File: config.mk
export PLATFORM = sky130hd
export DESIGN_NAME = rhhs_ctrl
export DESIGN_NICKNAME = d
export VERILOG_FILES = /design/src/hw/rtl/rhhs_pkg.sv /design/src/hw/rtl/rhhs_ctrl.sv
export SDC_FILE = /design/constraint.sdc
export NUM_CORES = 1
export LEC_CHECK = 0
export BUFFER_PORTS_ARGS = -buffer_cell sky130_fd_sc_hd__buf_4
export CORE_UTILIZATION = 45
export CTS_CLUSTER_SIZE = 10
export DETAILED_ROUTE_END_ITERATION = 7
export PLACE_DENSITY_LB_ADDON = 0.3
export RECOVER_POWER = 100
export SLEW_MARGIN = 20
export SYNTH_ARGS = -nofsm -noshare
export SYNTH_HDL_FRONTEND = slang
export SYNTH_SLANG_ARGS = --single-unit
File: constraint.sdc
create_clock -name clk -period 1.9 [get_ports clk]
set_clock_uncertainty 0.2 [all_clocks]
set_input_delay 0.19 -clock clk [delete_from_list [all_inputs] [get_ports clk]]
set_output_delay 0.19 -clock clk [all_outputs]
set_load 0.02 [all_outputs]
File: src/hw/rtl/rhhs_pkg.sv
package rhhs_pkg;

  // fixed field widths
  localparam int KEY_W      = 64;
  localparam int OP_W       = 3;
  localparam int POS_W      = 10;
  localparam int STATUS_W   = 2;
  localparam int LIVE_W     = 11;
  localparam int CFG_W      = 4;
  localparam int HASH_W     = 32;
  localparam int TABLE_LOG2_DEF = 10;

  localparam logic [CFG_W-1:0] LEN_LOG2_RST = 4'd10;
  localparam int               LEN_LOG2_MIN = 2;

  // murmur3 finalizer constants
  localparam logic [63:0] MIX1      = 64'hff51afd7ed558ccd;
  localparam logic [63:0] MIX2      = 64'hc4ceb9fe1a85ec53;
  localparam int          MIX_SHIFT = 33;
  localparam int          KEY_SHIFT = 3;

  typedef enum logic [OP_W-1:0] {
    OP_ADD   = 3'd0,
    OP_DEL   = 3'd1,
    OP_TEST  = 3'd2,
    OP_CLEAR = 3'd3,
    OP_GET   = 3'd4
  } op_t;

  typedef enum logic [STATUS_W-1:0] {
    ST_TRUE  = 2'd0,
    ST_FALSE = 2'd1,
    ST_FULL  = 2'd2
  } status_t;

  // controller to datapath
  typedef struct packed {
    logic    load;
    logic    hash_go;
    logic    hash_q;
    logic    home_save;
    logic    probe_init;
    logic    rd;
    logic    adv;
    logic    swap;
    logic    wr_carry;
    logic    used_inc;
    logic    live_inc;
    logic    wr_tomb;
    logic    scan_init;
    logic    left_dec;
    logic    clr_start;
    logic    clr_step;
    logic    resp;
    status_t resp_status;
    logic    resp_elem;
  } dp_cmd_t;

  // datapath to controller
  typedef struct packed {
    logic [OP_W-1:0] op;
    logic            key_ok;
    logic            hash_done;
    logic            rd_zero;
    logic            rd_match;
    logic            rd_tomb;
    logic            rd_live;
    logic            closer;
    logic            dist_end;
    logic            full;
    logic            pos_in_range;
    logic            left_zero;
    logic            sweep_end;
    logic            out_free;
  } dp_sts_t;

endpackage

File: src/hw/rtl/rhhs_ctrl.sv
module rhhs_ctrl import rhhs_pkg::*; (
  input  logic    clk,
  input  logic    rst_n,
  input  logic    in_valid,
  output logic    in_ready,
  input  logic    cfg_wr,
  input  dp_sts_t sts,
  output dp_cmd_t cmd
);

  typedef enum logic [3:0] {
    S_CLR, S_IDLE, S_DISP, S_HKEY, S_PINIT, S_FRD, S_FCHK, S_FHASH,
    S_ABSENT, S_IRD, S_ICHK, S_IHASH, S_GRD, S_GCHK, S_RESP
  } state_t;

  state_t  state_r, state_nxt;
  status_t st_r, st_nxt;
  logic    elem_r, elem_nxt;
  logic    clr_resp_r, clr_resp_nxt;

  assign in_ready = (state_r == S_IDLE);

  // next state and per-cycle datapath commands
  always_comb begin
    cmd          = '0;
    cmd.resp_status = st_r;
    cmd.resp_elem   = elem_r;
    state_nxt    = state_r;
    st_nxt       = st_r;
    elem_nxt     = elem_r;
    clr_resp_nxt = clr_resp_r;
    if (cfg_wr) begin
      cmd.clr_start = 1'b1;
      clr_resp_nxt  = 1'b0;
      state_nxt     = S_CLR;
    end else begin
      unique case (state_r)
        S_CLR: begin
          cmd.clr_step = 1'b1;
          if (sts.sweep_end) begin
            st_nxt    = ST_TRUE;
            state_nxt = clr_resp_r ? S_RESP : S_IDLE;
          end
        end
        S_IDLE: begin
          if (in_valid) begin
            cmd.load  = 1'b1;
            elem_nxt  = 1'b0;
            state_nxt = S_DISP;
          end
        end
        S_DISP: begin
          unique case (sts.op)
            OP_ADD, OP_DEL, OP_TEST: begin
              if (sts.key_ok) begin
                cmd.hash_go = 1'b1;
                state_nxt   = S_HKEY;
              end else begin
                st_nxt    = ST_FALSE;
                state_nxt = S_RESP;
              end
            end
            OP_CLEAR: begin
              cmd.clr_start = 1'b1;
              clr_resp_nxt  = 1'b1;
              state_nxt     = S_CLR;
            end
            OP_GET: begin
              if (sts.pos_in_range) begin
                cmd.scan_init = 1'b1;
                state_nxt     = S_GRD;
              end else begin
                st_nxt    = ST_FALSE;
                state_nxt = S_RESP;
              end
            end
            default: begin
              st_nxt    = ST_FALSE;
              state_nxt = S_RESP;
            end
          endcase
        end
        S_HKEY: begin
          if (sts.hash_done) begin
            cmd.home_save = 1'b1;
            state_nxt     = S_PINIT;
          end
        end
        S_PINIT: begin
          cmd.probe_init = 1'b1;
          state_nxt      = S_FRD;
        end
        // lookup probe
        S_FRD: begin
          if (sts.dist_end) begin
            state_nxt = S_ABSENT;
          end else begin
            cmd.rd    = 1'b1;
            state_nxt = S_FCHK;
          end
        end
        S_FCHK: begin
          priority if (sts.rd_match) begin
            state_nxt = S_RESP;
            if (sts.op == OP_ADD) begin
              st_nxt = ST_FALSE;
            end else if (sts.op == OP_DEL) begin
              cmd.wr_tomb = 1'b1;
              st_nxt      = ST_TRUE;
            end else begin
              st_nxt = ST_TRUE;
            end
          end else if (sts.rd_zero) begin
            state_nxt = S_ABSENT;
          end else begin
            cmd.hash_go = 1'b1;
            cmd.hash_q  = 1'b1;
            state_nxt   = S_FHASH;
          end
        end
        S_FHASH: begin
          if (sts.hash_done) begin
            if (sts.closer) begin
              state_nxt = S_ABSENT;
            end else begin
              cmd.adv   = 1'b1;
              state_nxt = S_FRD;
            end
          end
        end
        S_ABSENT: begin
          state_nxt = S_RESP;
          if (sts.op == OP_ADD) begin
            if (sts.full) begin
              st_nxt = ST_FULL;
            end else begin
              cmd.probe_init = 1'b1;
              state_nxt      = S_IRD;
            end
          end else begin
            st_nxt = ST_FALSE;
          end
        end
        // insertion probe with displacement
        S_IRD: begin
          cmd.rd    = 1'b1;
          state_nxt = S_ICHK;
        end
        S_ICHK: begin
          if (sts.rd_zero) begin
            cmd.wr_carry = 1'b1;
            cmd.used_inc = 1'b1;
            cmd.live_inc = 1'b1;
            st_nxt       = ST_TRUE;
            state_nxt    = S_RESP;
          end else begin
            cmd.hash_go = 1'b1;
            cmd.hash_q  = 1'b1;
            state_nxt   = S_IHASH;
          end
        end
        S_IHASH: begin
          if (sts.hash_done) begin
            state_nxt = S_IRD;
            priority if (sts.closer && sts.rd_tomb) begin
              cmd.wr_carry = 1'b1;
              cmd.live_inc = 1'b1;
              st_nxt       = ST_TRUE;
              state_nxt    = S_RESP;
            end else if (sts.closer) begin
              cmd.swap = 1'b1;
            end else begin
              cmd.adv = 1'b1;
            end
          end
        end
        // slot-order scan for get
        S_GRD: begin
          cmd.rd    = 1'b1;
          state_nxt = S_GCHK;
        end
        S_GCHK: begin
          if (sts.rd_live && sts.left_zero) begin
            st_nxt    = ST_TRUE;
            elem_nxt  = 1'b1;
            state_nxt = S_RESP;
          end else begin
            cmd.left_dec = sts.rd_live;
            cmd.adv      = 1'b1;
            state_nxt    = S_GRD;
          end
        end
        S_RESP: begin
          if (sts.out_free) begin
            cmd.resp  = 1'b1;
            state_nxt = S_IDLE;
          end
        end
        default: state_nxt = S_IDLE;
      endcase
    end
  end

  always_ff @(posedge clk) begin
    if (!rst_n) begin
      state_r    <= S_CLR;
      st_r       <= ST_TRUE;
      elem_r     <= 1'b0;
      clr_resp_r <= 1'b0;
    end else begin
      state_r    <= state_nxt;
      st_r       <= st_nxt;
      elem_r     <= elem_nxt;
      clr_resp_r <= clr_resp_nxt;
    end
  end

endmodule

==> flow_summary.ini <==
[routing]
vias_per_cell = 6.75
routed_wl_um = 6040
drc = 0
routedWlPerCell_um = 22.7
first_iter_violations = 121
first_pass_iters = 5
routed-via-count = 1796
antenna_left = 0

[logic_synthesis]
synth_area_per_cell_um2 = 7.42
synth-seq-cells = 8
synth-xor-area-share_pct = 0.742
yosys_most_used_dff = dfxtp_1
syn_inst = 159
synthSimpleGateAreaFrac_pct = 44.2
synth-adder-area-share_pct = 0
synth_compound_gate_area_share_pct = 28.2
yosys_warnings = 0
synthesis.nets = 179
synth_mux_area_share_pct = 1.70
synth_top_family_by_area = simple AND/OR/NAND/NOR gates
synth-edff-count = 0
synth_area_um2 = 1180
async_flop_share_pct = 0
ys_seq_area_share_pct = 13.6
synthDistinctLibCells = 56

[setup_path]
regToRegSetupSlack_ns = -0.22
worstSetupStartpointType = flip-flop
path_class = reg2out
arrival_ns = 1.74
worst-path-max-fanout = 8
end_kind = output pin
required_ns = 1.51

[timing]
finalSetupViolCount = 18
tightestPinTransition_ns = 0.455
slew_viol_final = 0
fin_ws_ns = -0.233
fmax_mhz = 469
fin_crit_ns = 2.13
rsz0062_at_grt = true
relSlewSlack_pct = 69.4
holdWs_ns = 0.0191
finalCritPeriodShare_pct = 112
hold_viol = 0

[layout]
final_util_pct = 88.9
multiInputGateArea_um2 = 1180
diodes = 0
syn_to_final_growth_pct = 86.7
register_area_um2 = 175
fill_cells = 106
final_cell_area_um2 = 2200
fin_nets = 258
layout-drive-gt1-share_pct = 63.6
instances_no_fill = 266

[placement]
place_area_um2 = 1720
dp_cells = 247
dp_hpwl_um = 3250
place_congestion = 0.959
port_buffers = 40

[grt]
antenna_found_initial = 0
grt_pass1_vias = 1540
grt_pass1_wl_um = 7520
grt_max_degree = 16
grt_overflow = 0
grt_use_total_pct = 37.4

[die]
core_area_um2 = 2480
die_w_um = 53.2
start_util_pct = 47.6
num_io_pins = 41
num_rows = 18
dieArea_um2 = 2830
die_y_um = 53.2

[power]
vdd_drop_max_uv = 445
finalPower_uw = 781
power_density_nw_per_um2 = 354
power.leakage_nw = 0.908

[run]
maxCapViolations = 0

[clocking]
cts_buffer_depth = 2
hold_buffers = 0
cts.clk_slew.worst_paths_ns = 0.05
cts_htree_levels = 1
cts_num_sinks = 8
numCtsBuffers = 3
cts_tree = yes
clock-root-buffer = clkbuf_4
insertion_delay_ns = 0.27

[worst_hold_path]
hold_class = in2reg

[run_status]
outcome = finished with violations
violations = setup timing
cell usage in the layout, fill, tap and decap left out, types with 3 or more instances in the layout:
cell,n
nor3_2,4
nor2_1,8
buf_12,4
nor2b_1,5
clkbuf_1,3
nor2_4,4
nand2_1,15
a211oi_2,3
a211o_1,3
buf_4,68
nand3_1,5
buf_6,13
dfxtp_1,4
a21oi_1,4
o21ai_0,3
dfxtp_4,4
clkbuf_4,3
inv_1,4
nand3_2,3
nand2b_1,3
nand3b_1,3
a21oi_2,3
path summary, 6_finish.rpt:
| kind | depth (start not counted) | start | to |
|---|---|---|---|
| worst max register to register | 7 | state_r[0]$_SDFFE_PP0P_ | state_r[0]$_SDFFE_PP0P_ |
| worst max-delay path | 6 | state_r[2]$_SDFFE_PP0P_ | cmd[18] |
| worst min-delay path | 2 | rst_n | elem_r$_SDFFE_PN0P_ |
| worst min register to register | 2 | st_r[0]$_SDFFE_PN0P_ | st_r[0]$_SDFFE_PN0P_ |
power breakdown:
| part | switching (mW) | internal (mW) | total [mW] |
|---|---|---|---|
| logic | 0.236 | 0.222 | 0.458 |
| registers | 0.0124 | 0.172 | 0.185 |
| clock network | 0.0647 | 0.0727 | 0.137 |
stage by stage:
step | worst slack, ns | TNS (ns)
final | -0.233 | -2.25
after CTS | -0.199 | -1.10
after global routing | -0.279 | -3.40
after global placement | -0.109 | -0.558
after detailed placement | -0.142 | -0.986
after floorplan | -0.0712 | -0.0712
per-layer routing:
metal / vias up / GRT usage (%) / share of wire (%) / wire, µm
met5: - / 0 / 0 / 0
met3: 50 / 7.76 / 12 / 712
met2: 174 / 58.3 / 47 / 2860
met4: 0 / 24.6 / 7.0 / 421
met1: 810 / 45.5 / 34 / 2050
li1: 762 / - / - / -
Yosys cell counts (all sizes together) (2+ instances only):
cell type / number / share of area, %
nand4: 2 / 1.1
nor3b: 2 / 1.3
or4: 2 / 1.6
nand2b: 6 / 3.2
nand3b: 3 / 1.9
nor2: 12 / 3.8
a211o: 3 / 2.2
nor4: 5 / 2.7
a2111oi: 2 / 3.1
o22ai: 3 / 1.6
a21oi: 8 / 3.7
inv: 5 / 1.6
a211oi: 4 / 3.8
o21ai: 5 / 2.1
nand4b: 2 / 1.5
a32oi: 2 / 1.5
nand3: 8 / 3.4
dfxtp: 8 / 14
nand2: 18 / 5.7
nor2b: 7 / 3.7
clkbuf: 5 / 2.4
nor4b: 2 / 1.5
nor3: 8 / 3.4
mux2i: 2 / 1.7
or2b: 3 / 2.4
buf: 10 / 7.5
sequential cells by signal, summed over array words and instances (netlist names):
register / count
st_r: 2
elem_r: 1
clr_resp_r: 1
state_r: 4
timing repair:
| action | in CTS | in global routing |
|---|---|---|
| buffers inserted | 9 | 7 |
| setup endpoints to repair | 21 | 22 |
| pin swaps | 12 | 10 |
| gates resized for setup | 39 | 42 |
critical path, cell delays in order, from the launching register on:
cell and delay [ns]:
dfxtp_4 0.40, buf_12 0.13, nor2b_2 0.21, nand2_1 0.12, a211o_1 0.31, a21oi_2 0.14
buf_4 0.15
area by class of cell:
class | count | area share (%)
Sequential cell | 8 | 7.95
Tap cell | 30 | 1.70
Inverter | 5 | 1.08
Timing Repair Buffer | 89 | 34.6
Multi-Input combinational cell | 131 | 53.6
Clock buffer | 3 | 1.02
logic make-up after synthesis:
logic type | Yosys count
and+or+nand+nor | 89
muxes | 2
buffers and inverters | 20
DFF | 8
xor gates and xnor gates | 1
AOI/OAI and AO/OA | 39
Power figures use the tool's default switching activity.
